===== src/hw/rtl/sgs_pkg.sv =====
// Shared types, constants and helpers for the sandpile grid step core.
`timescale 1ns / 1ps
package sgs_pkg;

   localparam int GRID_WIDTH_DEFAULT  = 15;
   localparam int GRID_HEIGHT_DEFAULT = 15;

   localparam int COLOR_WIDTH     = 24;
   localparam int LEVEL_WIDTH     = 8;
   localparam int COUNT_WIDTH     = 8;
   localparam int COORD_WIDTH     = 4;
   localparam int COORD_EXT_WIDTH = 6;
   localparam int CSR_ADDR_WIDTH  = 4;
   localparam int CSR_DATA_WIDTH  = 32;

   localparam logic [LEVEL_WIDTH-1:0] TOPPLE_LIMIT = 8'd3;
   localparam logic [LEVEL_WIDTH-1:0] GRAIN_LOSS   = 8'd4;
   localparam logic [LEVEL_WIDTH-1:0] LEVEL_MAX    = 8'hFF;
   localparam logic [COUNT_WIDTH-1:0] COUNT_MAX    = 8'hFF;

   localparam logic CMD_TICK = 1'b0;
   localparam logic CMD_READ = 1'b1;

   localparam logic [1:0] REG_LEVEL1_COLOR   = 2'd0;
   localparam logic [1:0] REG_LEVEL2_COLOR   = 2'd1;
   localparam logic [1:0] REG_LEVEL3_COLOR   = 2'd2;
   localparam logic [1:0] REG_OVERFLOW_COLOR = 2'd3;

   typedef struct packed {
      logic                   cmd;
      logic [COORD_WIDTH-1:0] col;
      logic [COORD_WIDTH-1:0] row;
   } req_payload_type;

   typedef struct packed {
      logic [COLOR_WIDTH-1:0] pixel_color;
      logic [LEVEL_WIDTH-1:0] cell_level;
      logic [COUNT_WIDTH-1:0] toppled_count;
   } rsp_payload_type;

   typedef struct packed {
      logic [COLOR_WIDTH-1:0] level1;
      logic [COLOR_WIDTH-1:0] level2;
      logic [COLOR_WIDTH-1:0] level3;
      logic [COLOR_WIDTH-1:0] overflow;
   } color_set_type;

   typedef enum logic [2:0] {
      ST_IDLE,
      ST_GRAIN,
      ST_TOPPLE,
      ST_COUNT,
      ST_FETCH,
      ST_SEND_TICK,
      ST_SEND_READ
   } ctrl_state_type;

   typedef struct packed {
      logic capture;
      logic add_grain;
      logic topple;
      logic scan_step;
      logic fetch;
      logic load_tick;
      logic load_read;
   } dp_cmd_type;

   typedef struct packed {
      logic scan_last;
      logic rsp_hold;
   } dp_status_type;

   function automatic logic [COLOR_WIDTH-1:0] color_of(
      input logic [LEVEL_WIDTH-1:0] level,
      input color_set_type          colors
   );
      logic [COLOR_WIDTH-1:0] result;
      unique case (level)
         8'd0:    result = '0;
         8'd1:    result = colors.level1;
         8'd2:    result = colors.level2;
         8'd3:    result = colors.level3;
         default: result = colors.overflow;
      endcase
      return result;
   endfunction

endpackage


===== src/hw/rtl/sgs_ctrl.sv =====
// Sequencing state machine for ticks and cell reads.
`timescale 1ns / 1ps
module sgs_ctrl (
   input  logic                   clock,
   input  logic                   reset,
   input  logic                   req_valid,
   input  logic                   req_cmd,
   output logic                   req_ready,
   output sgs_pkg::dp_cmd_type    dp_cmd,
   input  sgs_pkg::dp_status_type dp_status
);

   sgs_pkg::ctrl_state_type state_ff, state_in;

   always_ff @(posedge clock) begin
      if (reset) begin
         state_ff <= sgs_pkg::ST_IDLE;
      end else begin
         state_ff <= state_in;
      end
   end

   always_comb begin
      state_in = state_ff;
      unique case (state_ff)
         sgs_pkg::ST_IDLE: begin
            if (req_valid) begin
               state_in = (req_cmd == sgs_pkg::CMD_TICK) ? sgs_pkg::ST_GRAIN
                                                         : sgs_pkg::ST_FETCH;
            end
         end
         sgs_pkg::ST_GRAIN:  state_in = sgs_pkg::ST_TOPPLE;
         sgs_pkg::ST_TOPPLE: state_in = sgs_pkg::ST_COUNT;
         sgs_pkg::ST_COUNT: begin
            if (dp_status.scan_last) begin
               state_in = sgs_pkg::ST_SEND_TICK;
            end
         end
         sgs_pkg::ST_FETCH:  state_in = sgs_pkg::ST_SEND_READ;
         sgs_pkg::ST_SEND_TICK, sgs_pkg::ST_SEND_READ: begin
            if (!dp_status.rsp_hold) begin
               state_in = sgs_pkg::ST_IDLE;
            end
         end
         default: state_in = sgs_pkg::ST_IDLE;
      endcase
   end

   always_comb begin
      req_ready = 1'b0;
      dp_cmd    = '0;
      unique case (state_ff)
         sgs_pkg::ST_IDLE: begin
            req_ready      = 1'b1;
            dp_cmd.capture = req_valid;
         end
         sgs_pkg::ST_GRAIN:     dp_cmd.add_grain = 1'b1;
         sgs_pkg::ST_TOPPLE:    dp_cmd.topple    = 1'b1;
         sgs_pkg::ST_COUNT:     dp_cmd.scan_step = 1'b1;
         sgs_pkg::ST_FETCH:     dp_cmd.fetch     = 1'b1;
         sgs_pkg::ST_SEND_TICK: dp_cmd.load_tick = !dp_status.rsp_hold;
         sgs_pkg::ST_SEND_READ: dp_cmd.load_read = !dp_status.rsp_hold;
         default: ;
      endcase
   end

endmodule


===== config.mk =====
export PLATFORM = sky130hd
export DESIGN_NAME = sgs_ctrl
export DESIGN_NICKNAME = d
export VERILOG_FILES = /design/src/hw/rtl/sgs_pkg.sv /design/src/hw/rtl/sgs_ctrl.sv
export SDC_FILE = /design/constraint.sdc
export NUM_CORES = 1
export LEC_CHECK = 0
export ABC_AREA = 0
export BUFFER_PORTS_ARGS = -buffer_cell sky130_fd_sc_hd__buf_2
export CAP_MARGIN = 25
export CORE_AREA = 2 2 39 41
export CTS_BUF_LIST = sky130_fd_sc_hd__clkbuf_4
export CTS_CLUSTER_DIAMETER = 40
export CTS_CLUSTER_SIZE = 24
export DETAILED_ROUTE_END_ITERATION = 10
export DIE_AREA = 0 0 41 43
export PLACE_DENSITY = 0.36
export REMOVE_ABC_BUFFERS = 1
export SLEW_MARGIN = 20
export SYNTH_ARGS = -nofsm -noshare
export SYNTH_HDL_FRONTEND = slang
export SYNTH_SLANG_ARGS = --single-unit

===== constraint.sdc =====
create_clock -name clock -period 1.1 [get_ports clock]
set_input_delay 0.11 -clock clock [delete_from_list [all_inputs] [get_ports clock]]
set_output_delay 0.11 -clock clock [all_outputs]
set_load 0.01 [all_outputs]

==> results_tabular.tex, run 1 <==
\begin{tabular}{lr}
\hline
Metric & Value \\
\hline
\multicolumn{2}{l}{\textbf{Logic synthesis}} \\
Yosys synthesis warning count & 0 \\
Area share of the leading cell type in the synthesized netlist & 0.259 \\
Largest area contributor in the synthesized netlist & sky130\_fd\_sc\_hd\_\_dfxtp\_1 \\
Portion of the post-synthesis area used by sequential elements & 0.259 \\
Distinct cells, synth & 20 \\
Post-synthesis cell count & 30 \\
Post-synthesis area per instance & 7.72 um\^{}2 \\
Synth Cell Area & around 230 um\^{}2 \\
Top area cells in the synthesized netlist & sky130\_fd\_sc\_hd\_\_dfxtp\_1 26\%, sky130\_fd\_sc\_hd\_\_and3\_1 8.1\%, sky130\_fd\_sc\_hd\_\_nor3\_1 6.5\% \\
FF+latch count, synth & 3 \\
\multicolumn{2}{l}{\textbf{CTS}} \\
Total CTS buffers & 3 \\
Clock Latency Late Sink & approximately 0.24 ns \\
Deepest clock path buffer count & 2 \\
Root buffer selected by CTS & sky130\_fd\_sc\_hd\_\_clkbuf\_4 \\
Number of sinks handled by clock tree synthesis & 3 \\
Count of hold-fix buffers inserted at cts & 0 \\
Clock tree from TritonCTS & done \\
CTS clock-pin slew for the worst setup and hold paths & 0.04 ns \\
CTS H-Tree Depth & 1 \\
\multicolumn{2}{l}{\textbf{Placed design}} \\
DP Wirelength & between 400 and 500 um \\
Total placed instance area & 315 um\^{}2 \\
Number of input and output port buffers inserted & 13 \\
RD Place Congestion & approximately 0.66 \\
Cell Count Post-Placement & slightly below 60 \\
\multicolumn{2}{l}{\textbf{Timing}} \\
Final cycle utilization of the critical path & 1.09 \\
Highest clock rate & 837 MHz \\
Minimum clock period & around 1.2 ns \\
Max Transition Viols Final & 0 \\
Worst path setup slack after routing & -0.0943 ns \\
Post-route worst hold slack & $\sim$0.14 ns \\
Skew final & 0.00431 ns \\
Hold Violations, Final & 0 \\
Least-Margin Pin Slew & roughly 0.23 ns \\
Finish-stage setup viols & 5 \\
Setup repair after global routing missed its margin & yes \\
Rel. slew slack & 0.845 \\
\multicolumn{2}{l}{\textbf{Final layout}} \\
Area overhead of the layout relative to synthesis & 84.9\% \\
Final \#Nets & 58 \\
Fraction of layout cells with a size suffix above 1 & 0.647 \\
Post-route non-filler standard cell count & 67 \\
Max reg flops & 3 \\
Final instance area & 428 um\^{}2 \\
Biggest regs & state\_ff (3) \\
Diode insertion count for antenna repair & 0 \\
Register with the most flip-flops & state\_ff \\
Count of fill cells added during filler insertion & approximately 160 \\
\multicolumn{2}{l}{\textbf{Critical path}} \\
CP max stage delay & approximately 0.35 ns \\
Nature of the critical path endpoint & output pin \\
Data required time of the critical path & 0.99 ns \\
Worst path cell trace & buf\_6 -> nor3\_4 -> and2\_1 -> buf\_2 \\
Slack of the worst reg-to-reg path & -0.02 ns \\
Arrival @ worst endpoint & $\sim$1.1 ns \\
Critical-path cell with the highest stage delay & sky130\_fd\_sc\_hd\_\_dfxtp\_4 \\
Highest net fanout along the worst path & 4 \\
Path type of the worst setup path & reg -> out \\
Startpoint Class & flip-flop \\
\multicolumn{2}{l}{\textbf{GRT}} \\
Total congestion overflow & 0 \\
GRT Overall Usage & 0.0973 \\
Number of antenna violations at the first check in global routing & 0 \\
Via count of the first global-routing pass & 270 \\
Largest net degree at the start of global routing & 13 \\
Wire length of the first global-routing pass & $\sim$1100 um \\
\multicolumn{2}{l}{\textbf{Power}} \\
PnR Total Power & 668 uW \\
Sequential share of power & 0.268 \\
Clock power frac & 0.334 \\
Leak Pwr & roughly 0.20 nW \\
Design internal power & about 440 uW \\
Switching power summed over all nets & approximately 230 uW \\
Sw Share & 0.339 \\
Portion of total power attributed to combinational logic & 0.398 \\
Peak VDD IR & between 0.0004 and 0.0005 V \\
Power density over cell area & 1560 mW/mm\^{}2 \\
\multicolumn{2}{l}{\textbf{Die}} \\
Num ports & 14 \\
FP Rows & 14 \\
Floorplan die height & 43 um \\
Die X-Extent & roughly 40 um \\
Overall die area & around 0.0018 mm\^{}2 \\
Effective utilization at floorplan & 0.167 \\
Core Box Area & about 0.0014 mm\^{}2 \\
\multicolumn{2}{l}{\textbf{Flow run}} \\
Number of maximum-capacitance constraint violations & 0 \\
\multicolumn{2}{l}{\textbf{Run status}} \\
Outcome & finished, violations left \\
Failing checks & setup timing \\
\multicolumn{2}{l}{\textbf{Routing}} \\
Routed via count divided by cell count & 4.58 \\
Detail Route Antenna Nets & 0 \\
Number of detailed-routing iterations run before antenna repair & 3 \\
First-iteration detailed-routing DRC count & 1 \\
Final wirelength & around 780 um \\
Routed wire per std cell & $\sim$12 um \\
Total number of vias & about 300 \\
DRC errors left & 0 \\
\multicolumn{2}{l}{\textbf{Worst hold path}} \\
Min-delay worst type & in -> reg \\
\hline
\end{tabular}
==> cell families (layout without fill, tap and decap cells) <==
kind of cell | count (synthesis) | after routing | share of synthesized area
AND/OR/NAND/NOR | 17 | 17 | 0.454
AO/OA/AOI/OAI | 6 | 6 | 0.184
buffers and inverters | 4 | 25 | 0.103
flip-flops | 3 | 3 | 0.259
==> worst max-delay path, delay by kind of cell (launching register included) <==
family | cells | cell delay, ns
buffers and inverters | 2 | 0.24
and+or+nand+nor | 2 | 0.26
DFF | 1 | 0.35
==> area by class of cell <==
cell class / instances / area (um^2) / share of cell area
repair buffers: 19 / 120 / 0.281
flip-flops and latches: 3 / 71.3 / 0.167
multi-input cells: 23 / 176 / 0.412
well taps: 16 / 20.0 / 0.0468
inverters: 2 / 10.0 / 0.0234
clock buffers: 4 / 30.0 / 0.0702
==> cell usage in the layout, fill, tap and decap left out, types with 2 or more instances in the layout <==
cell / instances
sky130_fd_sc_hd__buf_2: 12
sky130_fd_sc_hd__buf_4: 5
sky130_fd_sc_hd__clkbuf_4: 4
sky130_fd_sc_hd__nor2_1: 3
sky130_fd_sc_hd__dfxtp_4: 3
sky130_fd_sc_hd__nor3_1: 2
sky130_fd_sc_hd__and3_1: 2
sky130_fd_sc_hd__nand3_1: 2
sky130_fd_sc_hd__buf_6: 2
==> cells in the mapped netlist (all sizes together) <==
master / n
a211o: 1
a21oi: 1
a31oi: 1
and2: 1
and3: 3
buf: 2
dfxtp: 3
inv: 2
nand2b: 1
nand3: 2
nand3b: 2
nor2: 3
nor2b: 1
nor3: 4
o21ai: 1
o32ai: 1
o41ai: 1
==> path summary, 6_finish.rpt <==
| kind | startpoint | cells after the start | endpoint |
|---|---|---|---|
| worst min register to register | state_ff[2] | 1 | state_ff[0] |
| worst max register to register | state_ff[1] | 4 | state_ff[2] |
| worst min-delay path | reset | 2 | state_ff[0] |
| worst max-delay path | state_ff[1] | 4 | dp_cmd[6] |
==> power by group through the flow <==
| stage | sequential (mW) | combinational, mW | clock, mW |
|---|---|---|---|
| CTS | 0.174 | 0.245 | 0.234 |
| global placement | 0.168 | 0.200 | 0 |
| detailed placement | 0.164 | 0.196 | 0 |
| global route | 0.182 | 0.289 | 0.238 |
| floorplan | 0.162 | 0.107 | 0 |
| finish | 0.179 | 0.266 | 0.223 |
==> routing by layer <==
metal	vias up	GRT usage	wire length, um
met4	0	0.0800	0
met5	-	0	0
li1	157	-	-
met2	10	0.134	416
met1	140	0.115	308
met3	0	0.0314	59
==> stage by stage <==
stage	worst slack [ns]	setup TNS (ns)	utilization
detailed placement	0.00101	0	0.228
finish	-0.0943	-0.223	0.309
global route	-0.141	-0.596	0.309
CTS	-0.105	-0.350	0.285
global placement	0.00661	0	0.228
floorplan	0.0737	0	-
==> repair_timing <==
action / in CTS / in global routing
setup buffers: 2 / 2
endpoints found under the setup margin: 9 / 9
gates resized for setup: 11 / 4
gates cloned: 0 / 0
pin swaps: 3 / 3
endpoints found under the hold margin: 0 / 0
No activity file was read; power rests on OpenSTA's default activity.
==> run 2: changes to the inputs <==
--- a/config.mk
+++ b/config.mk
@@ -20,3 +20,4 @@
 export SYNTH_ARGS = -nofsm -noshare
 export SYNTH_HDL_FRONTEND = slang
 export SYNTH_SLANG_ARGS = --single-unit
+export TNS_END_PERCENT = 30
==> run 2 against run 1 <==
  * The run still ends with setup timing left
  * Clock skew down 0.00054 ns
  * Combinational power down 22%
  * First-iteration DRC count rose to 5.0 times the previous value
  * Critical path depth unchanged
  * Total power down 10%
  * Wire length down 15%
  * Design area down 15%
  * Sequential share of layout area up 1.6 points
  * Hold slack worse by 0.0094 ns
  * Non-clock buffer count down 4
==> results_tabular.tex, run 2 (same netlist as run 1, synthesis figures left out) <==
\begin{tabular}{lr}
\hline
Metric & Value \\
\hline
\multicolumn{2}{l}{\textbf{Run status}} \\
Outcome & finished, violations left (unchanged) \\
Failing checks & setup timing (unchanged) \\
\multicolumn{2}{l}{\textbf{Critical path}} \\
Number of cell instances on the worst register-to-register path & 3 (was 4) \\
Worst path cell trace & buf\_4 -> nor3\_4 -> and2\_1 -> buf\_2 (was buf\_6 -> nor3\_4 -> and2\_1 -> buf\_2) \\
Slack of the worst reg-to-reg path & 0.08 ns (was -0.02 ns) \\
Reg2Reg Launch Point & state\_ff[2] (was state\_ff[1]) \\
Data required time of the critical path & 0.99 ns (about the same) \\
Startpoint Class & flip-flop (unchanged) \\
Nature of the critical path endpoint & output pin (unchanged) \\
Highest net fanout along the worst path & 6 (was 4) \\
Path type of the worst setup path & reg -> out (unchanged) \\
Critical-path cell with the highest stage delay & sky130\_fd\_sc\_hd\_\_dfxtp\_2 (was sky130\_fd\_sc\_hd\_\_dfxtp\_4) \\
Worst flop-to-flop path endpoint & state\_ff[2] (unchanged) \\
CP max stage delay & 0.34 ns (was 0.35 ns) \\
Arrival @ worst endpoint & 1.10 ns (was 1.08 ns) \\
\multicolumn{2}{l}{\textbf{Die}} \\
Effective utilization at floorplan & 0.167 (unchanged) \\
Overall die area & 0.00176 mm\^{}2 (unchanged) \\
FP Rows & 14 (unchanged) \\
Num ports & 14 (unchanged) \\
Floorplan die height & 43 um (unchanged) \\
Die X-Extent & 41 um (unchanged) \\
Core Box Area & 0.00138 mm\^{}2 (unchanged) \\
\multicolumn{2}{l}{\textbf{Final layout}} \\
Max reg flops & 3 (unchanged) \\
Count of fill cells added during filler insertion & 158 (was 157) \\
Most common cell after layout, fill and taps aside & sky130\_fd\_sc\_hd\_\_buf\_2 (unchanged) \\
Register with the most flip-flops & state\_ff (unchanged) \\
Area overhead of the layout relative to synthesis & 56.8\% (was 84.9\%) \\
Diode insertion count for antenna repair & 0 (unchanged) \\
Most frequent cells in the layout & 13 x sky130\_fd\_sc\_hd\_\_buf\_2, 4 x sky130\_fd\_sc\_hd\_\_clkbuf\_4, 3 x sky130\_fd\_sc\_hd\_\_nor3\_1, 3 x sky130\_fd\_sc\_hd\_\_and3\_1, 3 x sky130\_fd\_sc\_hd\_\_nor2\_1 (was 12 x sky130\_fd\_sc\_hd\_\_buf\_2, 5 x sky130\_fd\_sc\_hd\_\_buf\_4, 4 x sky130\_fd\_sc\_hd\_\_clkbuf\_4) \\
Fraction of layout cells with a size suffix above 1 & 0.532 (was 0.647) \\
Total area of multi-input combinational cells & 159 um\^{}2 (was 176 um\^{}2) \\
Final \#Nets & 54 (was 58) \\
Biggest regs & state\_ff (3) (unchanged) \\
Register area & 66.3 um\^{}2 (was 71.3 um\^{}2) \\
\multicolumn{2}{l}{\textbf{Worst hold path}} \\
Sink of the worst hold path & state\_ff[0] (unchanged) \\
Min-delay worst type & in -> reg (unchanged) \\
Hold wc startpoint & reset (unchanged) \\
Min-Delay Path Depth & 2 (unchanged) \\
\multicolumn{2}{l}{\textbf{Timing}} \\
Worst path setup slack after routing & -0.115 ns (was -0.0943 ns) \\
Least-Margin Pin Slew & 0.276 ns (was 0.230 ns) \\
Finish-stage setup viols & 6 (was 5) \\
Skew final & 0.00377 ns (was 0.00431 ns) \\
Setup repair after global routing missed its margin & yes (unchanged) \\
Minimum clock period & 1.21 ns (was 1.19 ns) \\
Rel. slew slack & 0.814 (was 0.845) \\
Highest clock rate & 823 MHz (was 837 MHz) \\
Hold Violations, Final & 0 (unchanged) \\
Final cycle utilization of the critical path & 1.10 (was 1.09) \\
Max Transition Viols Final & 0 (unchanged) \\
Post-route worst hold slack & 0.130 ns (was 0.140 ns) \\
\multicolumn{2}{l}{\textbf{Placed design}} \\
DP Wirelength & 489 um (unchanged) \\
Number of input and output port buffers inserted & 13 (unchanged) \\
RD Place Congestion & 0.655 (unchanged) \\
Worst setup slack after placement & 0.00101 ns (unchanged) \\
\multicolumn{2}{l}{\textbf{Routing}} \\
Number of detailed-routing iterations run before antenna repair & 2 (was 3) \\
Detail Route Antenna Nets & 0 (unchanged) \\
Routed via count divided by cell count & 4.49 (was 4.58) \\
Routed wire per std cell & 10.5 um (was 11.7 um) \\
DRC errors left & 0 (unchanged) \\
Final wirelength & 664 um (was 784 um) \\
First-iteration detailed-routing DRC count & 5 (was 1) \\
Total number of vias & 283 (was 307) \\
\multicolumn{2}{l}{\textbf{GRT}} \\
Largest net degree at the start of global routing & 13 (unchanged) \\
Number of antenna violations at the first check in global routing & 0 (unchanged) \\
GRT Overall Usage & 0.0883 (was 0.0973) \\
Via count of the first global-routing pass & 244 (was 270) \\
Total congestion overflow & 0 (unchanged) \\
Wire length of the first global-routing pass & 1020 um (was 1120 um) \\
\multicolumn{2}{l}{\textbf{Flow run}} \\
Number of maximum-capacitance constraint violations & 0 (unchanged) \\
\multicolumn{2}{l}{\textbf{Power}} \\
Peak VDD IR & 0.000489 V (was 0.000443 V) \\
Leak Pwr & 0.173 nW (was 0.200 nW) \\
PnR Total Power & 599 uW (was 668 uW) \\
Power density over cell area & 1650 mW/mm\^{}2 (was 1560 mW/mm\^{}2) \\
\multicolumn{2}{l}{\textbf{CTS}} \\
Total CTS buffers & 3 (unchanged) \\
Setup repair bufs after CTS & 0 (was 2) \\
CTS H-Tree Depth & 1 (unchanged) \\
CTS clock-pin slew for the worst setup and hold paths & 0.04 ns (about the same) \\
Clock tree from TritonCTS & done (unchanged) \\
Root buffer selected by CTS & sky130\_fd\_sc\_hd\_\_clkbuf\_4 (unchanged) \\
Count of hold-fix buffers inserted at cts & 0 (unchanged) \\
Number of sinks handled by clock tree synthesis & 3 (unchanged) \\
Deepest clock path buffer count & 2 (unchanged) \\
Clock Latency Late Sink & 0.23 ns (was 0.24 ns) \\
\hline
\end{tabular}
## run 2: per-stage QoR
stage               setup TNS, ns  cell area [um^2]   util  std cells
finish                     -0.298               363  0.262         63
global route               -0.783               363  0.262         63
CTS                        -0.416               363  0.262         63
detailed placement              0               315  0.228         59
global placement                0               315  0.228         59
floorplan                       0               215      -         28
## run 2: worst max path at each step
stage / start / endpoint / cells past startpoint
after floorplan: state_ff[2] / state_ff[1] / 3
after global placement: state_ff[2] / state_ff[2] / 3
after detailed placement: state_ff[2] / state_ff[2] / 3
after CTS: state_ff[1] / dp_cmd[6] / 4
after global routing: state_ff[1] / dp_cmd[6] / 4
final: state_ff[1] / dp_cmd[6] / 4
## run 2: final cells by class
cell class | instances | share of cell area
inverters | 2 | 0.0207
flip-flops and latches | 3 | 0.183
well taps | 16 | 0.0552
clock buffers | 4 | 0.0828
multi-input cells | 23 | 0.438
repair buffers | 15 | 0.221
## run 2: layer usage
metal / vias to the layer above / track usage / routed length [um]
met5: - / 0 / 0
met4: 0 / 0.0800 / 7
met3: 2 / 0.0314 / 58
met2: 8 / 0.106 / 305
met1: 126 / 0.115 / 292
li1: 147 / - / -
## run 2: repair_timing
action                                  4_1_cts  5_1_grt
endpoints found under the setup margin        9        8
hold endpoints to repair                      0        0
pin swaps                                     2        1
gates cloned                                  0        0
resized for setup                             6        0
## run 2: power breakdown
group	total (mW)	switching (mW)	internal (mW)
Sequential	0.173	0.0401	0.133
Clock	0.220	0.0589	0.161
Combinational	0.207	0.101	0.106
## run 2: worst max-delay path: cells and delay by family (launching register included)
kind / cells / cell delay [ns]
buffers and inverters: 2 / 0.27
DFF: 1 / 0.34
and+or+nand+nor: 2 / 0.26
